<file path="config.mk">
export PLATFORM = sky130hd
export DESIGN_NAME = stereo_fade_play_pause_gain_top
export DESIGN_NICKNAME = d
export VERILOG_FILES = /design/src/design/sfpg_pkg.sv /design/src/design/sfpg_divider.sv /design/src/design/sfpg_scaler.sv /design/src/design/stereo_fade_play_pause_gain_top.sv
export SDC_FILE = /design/constraint.sdc
export NUM_CORES = 2
export LEC_CHECK = 0
export ABC_AREA = 1
export BUFFER_PORTS_ARGS = -buffer_cell sky130_fd_sc_hd__buf_2
export CAP_MARGIN = 20
export CORE_MARGIN = 1.5
export CORE_UTILIZATION = 25
export CTS_BUF_LIST = sky130_fd_sc_hd__clkbuf_16
export CTS_CLUSTER_DIAMETER = 200
export DETAILED_ROUTE_END_ITERATION = 6
export PLACE_DENSITY = 0.44
export REMOVE_ABC_BUFFERS = 1
export SLEW_MARGIN = 20
export SYNTH_ARGS = -nofsm -noshare
export SYNTH_HDL_FRONTEND = slang
export SYNTH_SLANG_ARGS = --single-unit
</file>
<file path="constraint.sdc">
create_clock -name clk -period 9.1 [get_ports clk]
set_clock_uncertainty 0.15 [all_clocks]
set_input_delay 0.455 -clock clk [delete_from_list [all_inputs] [get_ports clk]]
set_output_delay 0.455 -clock clk [all_outputs]
set_load 0.02 [all_outputs]
</file>
<file path="src/design/sfpg_pkg.sv">
// Shared types and constants for the stereo fade, play and pause gain block.
// Used by the divider, the scaler, the top level and the checker.
package sfpg_pkg;

	localparam int Q_W = 16;
	localparam int unsigned GAIN_ONE = 32768;
	localparam int FPB_W = 13;
	localparam int ACT_W = 2;
	localparam int CFG_ADDR_W = 2;
	localparam int CFG_DATA_W = 16;

	localparam logic [Q_W-1:0] FADE_STEP_RST = 16'd1638;
	localparam logic [FPB_W-1:0] FPB_RST = 13'd512;

	localparam logic [CFG_ADDR_W-1:0] REG_FADE_STEP = 2'd0;
	localparam logic [CFG_ADDR_W-1:0] REG_FRAMES_PER_BLOCK = 2'd1;

	localparam logic [ACT_W-1:0] ACT_FRAME = 2'd0;
	localparam logic [ACT_W-1:0] ACT_PLAY = 2'd1;
	localparam logic [ACT_W-1:0] ACT_PAUSE = 2'd2;

	typedef enum logic [3:0] {
		MODE_PAUSED   = 4'b0001,
		MODE_FADE_IN  = 4'b0010,
		MODE_PLAYING  = 4'b0100,
		MODE_FADE_OUT = 4'b1000
	} mode_t;

	typedef enum logic [5:0] {
		ST_IDLE  = 6'b000001,
		ST_DIV   = 6'b000010,
		ST_STEP  = 6'b000100,
		ST_MUL_L = 6'b001000,
		ST_MUL_R = 6'b010000,
		ST_DONE  = 6'b100000
	} seq_state_t;

	typedef struct packed {
		logic busy;
		logic done;
	} div_status_t;

endpackage

</file>
<file path="src/design/sfpg_divider.sv">
// Restoring divider that yields one quotient bit per cycle.
// Computes the per-frame ramp increment; depends on sfpg_pkg.
module sfpg_divider #(
	parameter int DVS_W = 13
) (
	input  logic                    clk,
	input  logic                    arst_n,
	input  logic                    start,
	input  logic [sfpg_pkg::Q_W-1:0] dividend,
	input  logic [DVS_W-1:0]        divisor,
	output sfpg_pkg::div_status_t   status,
	output logic [sfpg_pkg::Q_W-1:0] quotient
);
	import sfpg_pkg::*;

	localparam int CNT_W = $clog2(Q_W + 1);

	logic [DVS_W:0]   rem_q;
	logic [Q_W-1:0]   dvd_q;
	logic [DVS_W-1:0] dvs_q;
	logic [CNT_W-1:0] cnt_q;
	logic             busy_q;
	logic             done_q;
	logic [DVS_W:0]   shifted;
	logic             fits;

	assign shifted = {rem_q[DVS_W-1:0], dvd_q[Q_W-1]};
	assign fits = shifted >= {1'b0, dvs_q};

	always_ff @(posedge clk or negedge arst_n) begin
		if (!arst_n) begin
			busy_q <= 1'b0;
			done_q <= 1'b0;
			cnt_q <= '0;
		end else begin
			done_q <= 1'b0;
			if (start) begin
				busy_q <= 1'b1;
				cnt_q <= CNT_W'(Q_W);
			end else if (busy_q) begin
				cnt_q <= cnt_q - CNT_W'(1);
				if (cnt_q == CNT_W'(1)) begin
					busy_q <= 1'b0;
					done_q <= 1'b1;
				end
			end
		end
	end

	always_ff @(posedge clk) begin
		if (start) begin
			rem_q <= '0;
			dvd_q <= dividend;
			dvs_q <= divisor;
		end else if (busy_q) begin
			rem_q <= fits ? shifted - {1'b0, dvs_q} : shifted;
			dvd_q <= {dvd_q[Q_W-2:0], fits};
		end
	end

	assign status.busy = busy_q;
	assign status.done = done_q;
	assign quotient = dvd_q;

endmodule

</file>
<file path="src/design/sfpg_scaler.sv">
// Shared sample by gain multiplier with a floor shift by 15 and a registered result.
// Used for both channels in turn; depends on sfpg_pkg.
module sfpg_scaler #(
	parameter int SAMPLE_BITS = 16,
	parameter int GW = 28
) (
	input  logic                          clk,
	input  logic signed [SAMPLE_BITS-1:0] sample,
	input  logic [GW-1:0]                 gain,
	output logic signed [SAMPLE_BITS-1:0] result
);
	import sfpg_pkg::*;

	localparam int P_W = SAMPLE_BITS + GW + 1;

	logic signed [P_W-1:0] prod;

	assign prod = P_W'(sample) * P_W'($signed({1'b0, gain}));

	always_ff @(posedge clk) begin
		result <= prod[SAMPLE_BITS+14:15];
	end

endmodule

</file>
<file path="src/design/stereo_fade_play_pause_gain_top.sv">
// Top level of the stereo fade, play and pause gain block: sequencer and state.
// Depends on sfpg_pkg, sfpg_divider and sfpg_scaler.
//
// Each accepted word is a stereo frame, a play or pause request or an unused action. A
// request or unused action is taken without leaving the idle state and gives no result.
// A frame goes through the ST_STEP, ST_MUL_L, ST_MUL_R and ST_DONE states, and its result
// word is registered from ST_DONE once the output is free. On the first frame of a fading
// block it first waits in ST_DIV, because the one-bit-per-cycle divider works out the
// per-frame gain step. The next word can be taken in the same cycle as the result word
// appears. Both channels go through one shared multiplier in turn, left first, then right.
// The block takes no input while a frame is in work, and a finished result waits in the
// output register until it is taken.
module stereo_fade_play_pause_gain_top #(
	parameter int MAX_BLOCK_FRAMES = 4096,
	parameter int SAMPLE_BITS = 16
) (
	input  logic                                         clk,
	input  logic                                         arst_n,
	input  logic                                         s_tvalid,
	output logic                                         s_tready,
	// left_sample, right_sample
	input  logic [((2*SAMPLE_BITS+7)/8)*8-1:0]           s_tdata,
	// action
	input  logic [sfpg_pkg::ACT_W-1:0]                   s_tuser,
	output logic                                         m_tvalid,
	input  logic                                         m_tready,
	// left_out, right_out
	output logic [((2*SAMPLE_BITS+7)/8)*8-1:0]           m_tdata,
	// engine_active
	output logic                                         m_tuser,
	output logic                                         m_tlast,
	input  logic                                         cfg_valid,
	output logic                                         cfg_ready,
	input  logic [sfpg_pkg::CFG_ADDR_W-1:0]              cfg_addr,
	input  logic [sfpg_pkg::CFG_DATA_W-1:0]              cfg_data
);
	import sfpg_pkg::*;

	localparam int POS_W = (MAX_BLOCK_FRAMES > 1) ? $clog2(MAX_BLOCK_FRAMES) : 1;
	localparam int LEN_W = POS_W + 1;
	localparam int GW = Q_W + POS_W;
	localparam int TD_W = ((2*SAMPLE_BITS+7)/8)*8;

	seq_state_t state_q;
	mode_t mode_q;
	mode_t mode_start;
	mode_t mode_end;
	logic [ACT_W-1:0] pend_q;
	logic [Q_W-1:0] fade_step_q;
	logic [FPB_W-1:0] fpb_q;
	logic [GW-1:0] gain_q;
	logic [Q_W-1:0] goal_q;
	logic [Q_W-1:0] inc_q;
	logic [POS_W-1:0] pos_q;
	logic last_q;
	logic signed [SAMPLE_BITS-1:0] lsmp_q;
	logic signed [SAMPLE_BITS-1:0] rsmp_q;
	logic signed [SAMPLE_BITS-1:0] lscl_q;
	logic signed [SAMPLE_BITS-1:0] lout_q;
	logic signed [SAMPLE_BITS-1:0] rout_q;
	logic m_valid_q;
	logic m_last_q;
	logic m_active_q;

	logic [LEN_W-1:0] blen;
	logic last_now;
	logic s_acc;
	logic frame_acc;
	logic out_free;
	logic [GW:0] sum_in;
	logic [Q_W-1:0] goal_in;
	logic [Q_W-1:0] goal_out;
	logic [Q_W-1:0] diff;
	logic div_start;
	div_status_t div_st;
	logic [Q_W-1:0] div_q;
	logic signed [SAMPLE_BITS-1:0] scl_in;
	logic signed [SAMPLE_BITS-1:0] scl_res;

	assign s_tready = (state_q == ST_IDLE);
	assign cfg_ready = 1'b1;
	assign s_acc = s_tvalid && s_tready;
	assign frame_acc = s_acc && (s_tuser == ACT_FRAME);
	assign out_free = !m_valid_q || m_tready;

	always_comb begin
		if (fpb_q == '0) begin
			blen = LEN_W'(1);
		end else if (32'(fpb_q) > 32'(MAX_BLOCK_FRAMES)) begin
			blen = LEN_W'(MAX_BLOCK_FRAMES);
		end else begin
			blen = LEN_W'(fpb_q);
		end
	end

	assign last_now = ({1'b0, pos_q} + LEN_W'(1)) >= blen;

	always_comb begin
		mode_start = mode_q;
		if (pend_q == ACT_PLAY) begin
			mode_start = MODE_FADE_IN;
		end else if (pend_q == ACT_PAUSE) begin
			mode_start = MODE_FADE_OUT;
		end
		sum_in = {1'b0, gain_q} + (GW+1)'(fade_step_q);
		goal_in = (sum_in > (GW+1)'(GAIN_ONE)) ? Q_W'(GAIN_ONE) : sum_in[Q_W-1:0];
		goal_out = (gain_q > GW'(fade_step_q)) ? gain_q[Q_W-1:0] - fade_step_q : '0;
		diff = (mode_start == MODE_FADE_IN) ? goal_in - gain_q[Q_W-1:0]
			: gain_q[Q_W-1:0] - goal_out;
	end

	assign div_start = frame_acc && (pos_q == '0)
		&& (mode_start == MODE_FADE_IN || mode_start == MODE_FADE_OUT);

	always_comb begin
		mode_end = mode_q;
		if (last_q) begin
			if (mode_q == MODE_FADE_IN && gain_q == GW'(GAIN_ONE)) begin
				mode_end = MODE_PLAYING;
			end else if (mode_q == MODE_FADE_OUT && gain_q == '0) begin
				mode_end = MODE_PAUSED;
			end
		end
	end

	sfpg_divider #(
		.DVS_W(LEN_W)
	) u_div (
		.clk(clk),
		.arst_n(arst_n),
		.start(div_start),
		.dividend(diff),
		.divisor(blen),
		.status(div_st),
		.quotient(div_q)
	);

	assign scl_in = (state_q == ST_MUL_L) ? lsmp_q : rsmp_q;

	sfpg_scaler #(
		.SAMPLE_BITS(SAMPLE_BITS),
		.GW(GW)
	) u_scl (
		.clk(clk),
		.sample(scl_in),
		.gain(gain_q),
		.result(scl_res)
	);

	always_ff @(posedge clk or negedge arst_n) begin
		if (!arst_n) begin
			state_q <= ST_IDLE;
			mode_q <= MODE_PAUSED;
			pend_q <= ACT_FRAME;
			fade_step_q <= FADE_STEP_RST;
			fpb_q <= FPB_RST;
			gain_q <= '0;
			goal_q <= '0;
			inc_q <= '0;
			pos_q <= '0;
			last_q <= 1'b0;
			m_valid_q <= 1'b0;
		end else begin
			if (cfg_valid && cfg_ready) begin
				unique case (cfg_addr)
					REG_FADE_STEP: fade_step_q <= cfg_data;
					REG_FRAMES_PER_BLOCK: fpb_q <= cfg_data[FPB_W-1:0];
					default: ;
				endcase
			end
			if (state_q == ST_DONE && out_free) begin
				m_valid_q <= 1'b1;
			end else if (m_tready) begin
				m_valid_q <= 1'b0;
			end
			unique case (state_q)
				ST_IDLE: begin
					if (s_acc) begin
						if (s_tuser == ACT_PLAY || s_tuser == ACT_PAUSE) begin
							pend_q <= s_tuser;
						end else if (s_tuser == ACT_FRAME) begin
							if (pos_q == '0) begin
								mode_q <= mode_start;
								pend_q <= ACT_FRAME;
								if (mode_start == MODE_FADE_IN) begin
									goal_q <= goal_in;
								end else if (mode_start == MODE_FADE_OUT) begin
									goal_q <= goal_out;
								end
							end
							state_q <= div_start ? ST_DIV : ST_STEP;
						end
					end
				end
				ST_DIV: begin
					if (div_st.done) begin
						inc_q <= div_q;
						state_q <= ST_STEP;
					end
				end
				ST_STEP: begin
					last_q <= last_now;
					if (last_now && (mode_q == MODE_FADE_IN || mode_q == MODE_FADE_OUT)) begin
						gain_q <= GW'(goal_q);
					end else if (mode_q == MODE_FADE_IN) begin
						gain_q <= gain_q + GW'(inc_q);
					end else if (mode_q == MODE_FADE_OUT) begin
						gain_q <= (gain_q > GW'(inc_q)) ? gain_q - GW'(inc_q) : '0;
					end
					state_q <= ST_MUL_L;
				end
				ST_MUL_L: begin
					state_q <= ST_MUL_R;
				end
				ST_MUL_R: begin
					state_q <= ST_DONE;
				end
				ST_DONE: begin
					if (out_free) begin
						mode_q <= mode_end;
						pos_q <= last_q ? '0 : pos_q + POS_W'(1);
						state_q <= ST_IDLE;
					end
				end
				default: state_q <= ST_IDLE;
			endcase
		end
	end

	always_ff @(posedge clk) begin
		if (frame_acc) begin
			lsmp_q <= s_tdata[SAMPLE_BITS-1:0];
			rsmp_q <= s_tdata[2*SAMPLE_BITS-1:SAMPLE_BITS];
		end
		if (state_q == ST_MUL_R) begin
			lscl_q <= scl_res;
		end
		if (state_q == ST_DONE && out_free) begin
			if (mode_q == MODE_FADE_IN || mode_q == MODE_FADE_OUT) begin
				lout_q <= lscl_q;
				rout_q <= scl_res;
			end else if (mode_q == MODE_PLAYING) begin
				lout_q <= lsmp_q;
				rout_q <= rsmp_q;
			end else begin
				lout_q <= '0;
				rout_q <= '0;
			end
			m_last_q <= last_q;
			m_active_q <= (mode_end != MODE_PAUSED);
		end
	end

	assign m_tvalid = m_valid_q;
	assign m_tdata = TD_W'({rout_q, lout_q});
	assign m_tuser = m_active_q;
	assign m_tlast = m_last_q;

endmodule

</file>
==> impl_results.md <==
* Status: finished clean
* Setup TNS at 0 ns
* IO buf count at 92
* Post-Synth XOR/XNOR Area at 3.08%
* Max-slew violation count at 0
* Site Rows at 124
* CP required at 9.46 ns
* Largest family of logic cells by synthesized area: adder cells
* Worst Setup Start Kind: flop
* Final hold viol count at 0
* Reg power frac at 37.3%
* Worst vdd ir at 0.142 mV
* Setup ws final at 1.41 ns
* Skew-Pair Late Insertion Delay at 0.62 ns
* Die H at 342 um
* CP max FO at 26
* Synth Area in Simple Gates at 18.7%
* Crit-path max cell delay at 0.56 ns
* Max cap viols at 0
* Seq cells post-synth at 262
* CTS Root Buffer Type: clkbuf_16
* Mux cell area share after synthesis at 0.0785%
* Worst path slowest cell: fa_1
* Max reg flops at 28
* Setup slack at placement at 1.39 ns
* Core area at 114,000 sq um
* Total leakage power at 15.6 nW
* Overall Power at 0.00405 W
* Synthesis-to-finish area growth at 12.7%
* Initial DRC Count at 1,673
* Post-CTS Setup Bufs at 0
* Largest net degree at the start of global routing at 72
* # DRC at 0
* Initial Utilization at 25.1%
* Post-DR vias/cell at 4.60
* Clock share of power at 29.8%
* Placed cell count at 5,180
* Final Cell Area at 32,300 sq um
* Share of cells above drive strength 1 at 7.45%
* GRT Overall Usage at 17.3%
* CTS tree: yes
* Worst path arrival time at 8.05 ns
* HPWL after DPL at 80,300 um
* Post-synthesis sequential area ratio at 24.3%
* Reg area at 6980 sq um
* Fmax at 130 MHz
* Global-route wire length before repair at 155,000 um
* Distinct cells, synth at 67
* IO Pins at 94
* Post-synth EDFFs at 111
* Levels on crit path at 27
* Ys flop type: dfrtp_1
* RSZ-0062 raised after global routing: false
* Gr ovfl total at 0
* Post-synthesis adder-cell area fraction at 29.8%
* Sw Share at 38.7%
* Max-slew headroom at 28.7%
* Syn Inst Count at 3,660
* Post-synthesis compound-gate area fraction at 12.3%
* PD cells at 125 nW/um^2
* Post-synthesis async set-or-reset flop share at 46.6%
* Combinational power share at 32.9%
* DR pass1 iterations at 6
* Worst Setup Path Type: reg2reg
* # diodes at 0
* Net Sw Power at 0.00157 W
* Top reg by flops: gain_q
* Clock period minus worst slack at 7.69 ns
* Die ar. at 117,000 sq um
* Post-synthesis cell area at 28,700 sq um
* Crit share post-route at 84.5%
* Post-DRT Antenna Nets at 0
* Initial antenna violation count at 1
* Syn_area_per_cell at 7.84 sq um
* Most frequent CP cell: fa_1
* Hold Path Depth at 3
* Final nets at 4,312
* Die Wd at 342 um
* Clk sinks at 262
* Clock-pin slew on the worst setup and hold paths at 0.07 ns
* Bufs and invs on worst path at 4
* Hold Path Class: in2reg
* Placed cell area at 30,900 sq um
* Worst Setup End Kind: flop
* Delay-heaviest family, CP: adder cells
* Via count at 24.3k
* Final setup violation count at 0
* Wire length per cell at 19.1 um
* Total wire length at 101,000 um
* Slew @ Worst Pin at 1.07 ns
* Reg2reg path depth at 27
* Num CTS Buffers at 31
* Fillers at 12.5k
* Cell Int Power at 0.00248 W
* Gpl congestion at 0.874
* Area of the multi-input gates at 18,400 sq um
* Buffer depth of the longest clock path at 3
* Vias in the first global route at 24.7k
* Synth Warn # at 0
* Final Non-Filler Cells at 5,285
* CTS H-tree depth at 1
area by class of cell:
cell class                 instances  share of cell area [%]
sequential                       262                    21.6
inverter                         740                    8.60
multi-input combinational       2522                    56.8
clock buffer                      31                    2.40
tap                             1512                    5.86
timing repair buffer             191                    4.14
clock inverter                    27                   0.569
power groups by stage:
| stage | Clock, W | Sequential, W | Combinational, W |
|---|---|---|---|
| 6_report | 0.00121 | 0.00151 | 0.00133 |
| 5_1_grt | 0.00128 | 0.00153 | 0.00151 |
| 4_1_cts | 0.00124 | 0.00151 | 0.00134 |
| 3_5_place_dp | 0 | 0.00153 | 0.00131 |
| 3_3_place_gp | 0 | 0.00154 | 0.00131 |
| 2_1_floorplan | 0 | 0.00149 | 0.000900 |
per-layer routing:
layer / global-route usage, % / share of wire (%) / up-vias
met1: 25.2 / 48 / 11908
met2: 27.8 / 44 / 604
met4: 3.69 / 2.2 / 0
met5: 0 / 0 / -
li1: - / - / 11699
met3: 1.59 / 5.1 / 108
path summary, 6_finish.rpt:
kind	endpoint	slack (ns)	start
min	fade_step_q[13]	0.08	cfg_data[13]
min reg2reg	lscl_q[5]	0.29	u_scl.result[5]
max	u_scl.result[13]	1.41	state_q[0]
max in group asynchronous	pos_q[10]	7.25	arst_n
min in group asynchronous	fade_step_q[3]	0.27	arst_n
max reg2reg	u_scl.result[13]	1.41	state_q[0]
cell usage in the layout, fill, tap and decap left out, types with 8 or more instances in the layout:
cell / n
a31oi_1: 24
nor3_1: 32
clkinv_1: 20
nand4_1: 34
clkinv_2: 8
o21ai_1: 14
a211oi_1: 9
inv_1: 716
dfrtp_1: 113
ha_1: 213
o211ai_1: 33
o21a_1: 13
nand2_1: 704
o21ai_0: 221
a32o_1: 17
fa_1: 294
xnor2_1: 24
nor2_2: 20
clkbuf_16: 31
buf_2: 91
dlygate4sd3_1: 46
dfxtp_1: 29
o31ai_1: 8
nand3_1: 95
a21oi_1: 225
nor4_1: 15
dfstp_2: 9
nor2_1: 355
inv_2: 14
o21bai_1: 9
buf_4: 52
xor2_1: 77
o22ai_1: 18
edfxtp_1: 111
synthesized netlist by cell type (29+ instances only):
master	count	area share [%]
dfrtp_1	113	9.9
inv_1	711	9.3
nand3_1	95	1.7
clkbuf_1	102	1.3
xor2_1	77	2.4
o21ai_0	221	3.9
nand2_1	706	9.2
o211ai_1	33	0.86
dfxtp_1	29	2.0
fa_1	294	21
nand4_1	34	0.74
nor3_1	32	0.56
a21oi_1	225	3.9
edfxtp_1	111	12
nor2_1	358	4.7
ha_1	213	9.3
per-stage QoR:
stage	hold WS [ns]	util, %
after floorplan	0.00941	-
after CTS	0.0510	28.3
after detailed placement	0.265	27.1
after global routing	0.0834	28.3
final	0.0780	28.3
after global placement	0.267	27.1
worst register-to-register path: cells and delay by family (launching register included):
family	cells	cell delay (ns)
fa+ha+maj	7	3.38
compound gates	5	1.24
simple gates	10	1.14
buf+inv	4	0.97
flops	1	0.54
xor+xnor	1	0.15
timing repair:
item | in CTS | in global routing
gates resized for setup | 0 | 0
hold buffers | 46 | 0
endpoints found under the hold margin | 121 | 0
cell families after synthesis:
| group | Yosys count |
|---|---|
| AO/OA/AOI/OAI | 618 |
| XOR/XNOR | 101 |
| adder cells (fa/ha/maj) | 507 |
| buffers and inverters | 876 |
| flip-flops | 262 |
| multiplexers | 2 |
| other | 1 |
| AND/OR/NAND/NOR | 1293 |
No activity file was read; power rests on OpenSTA's default activity.
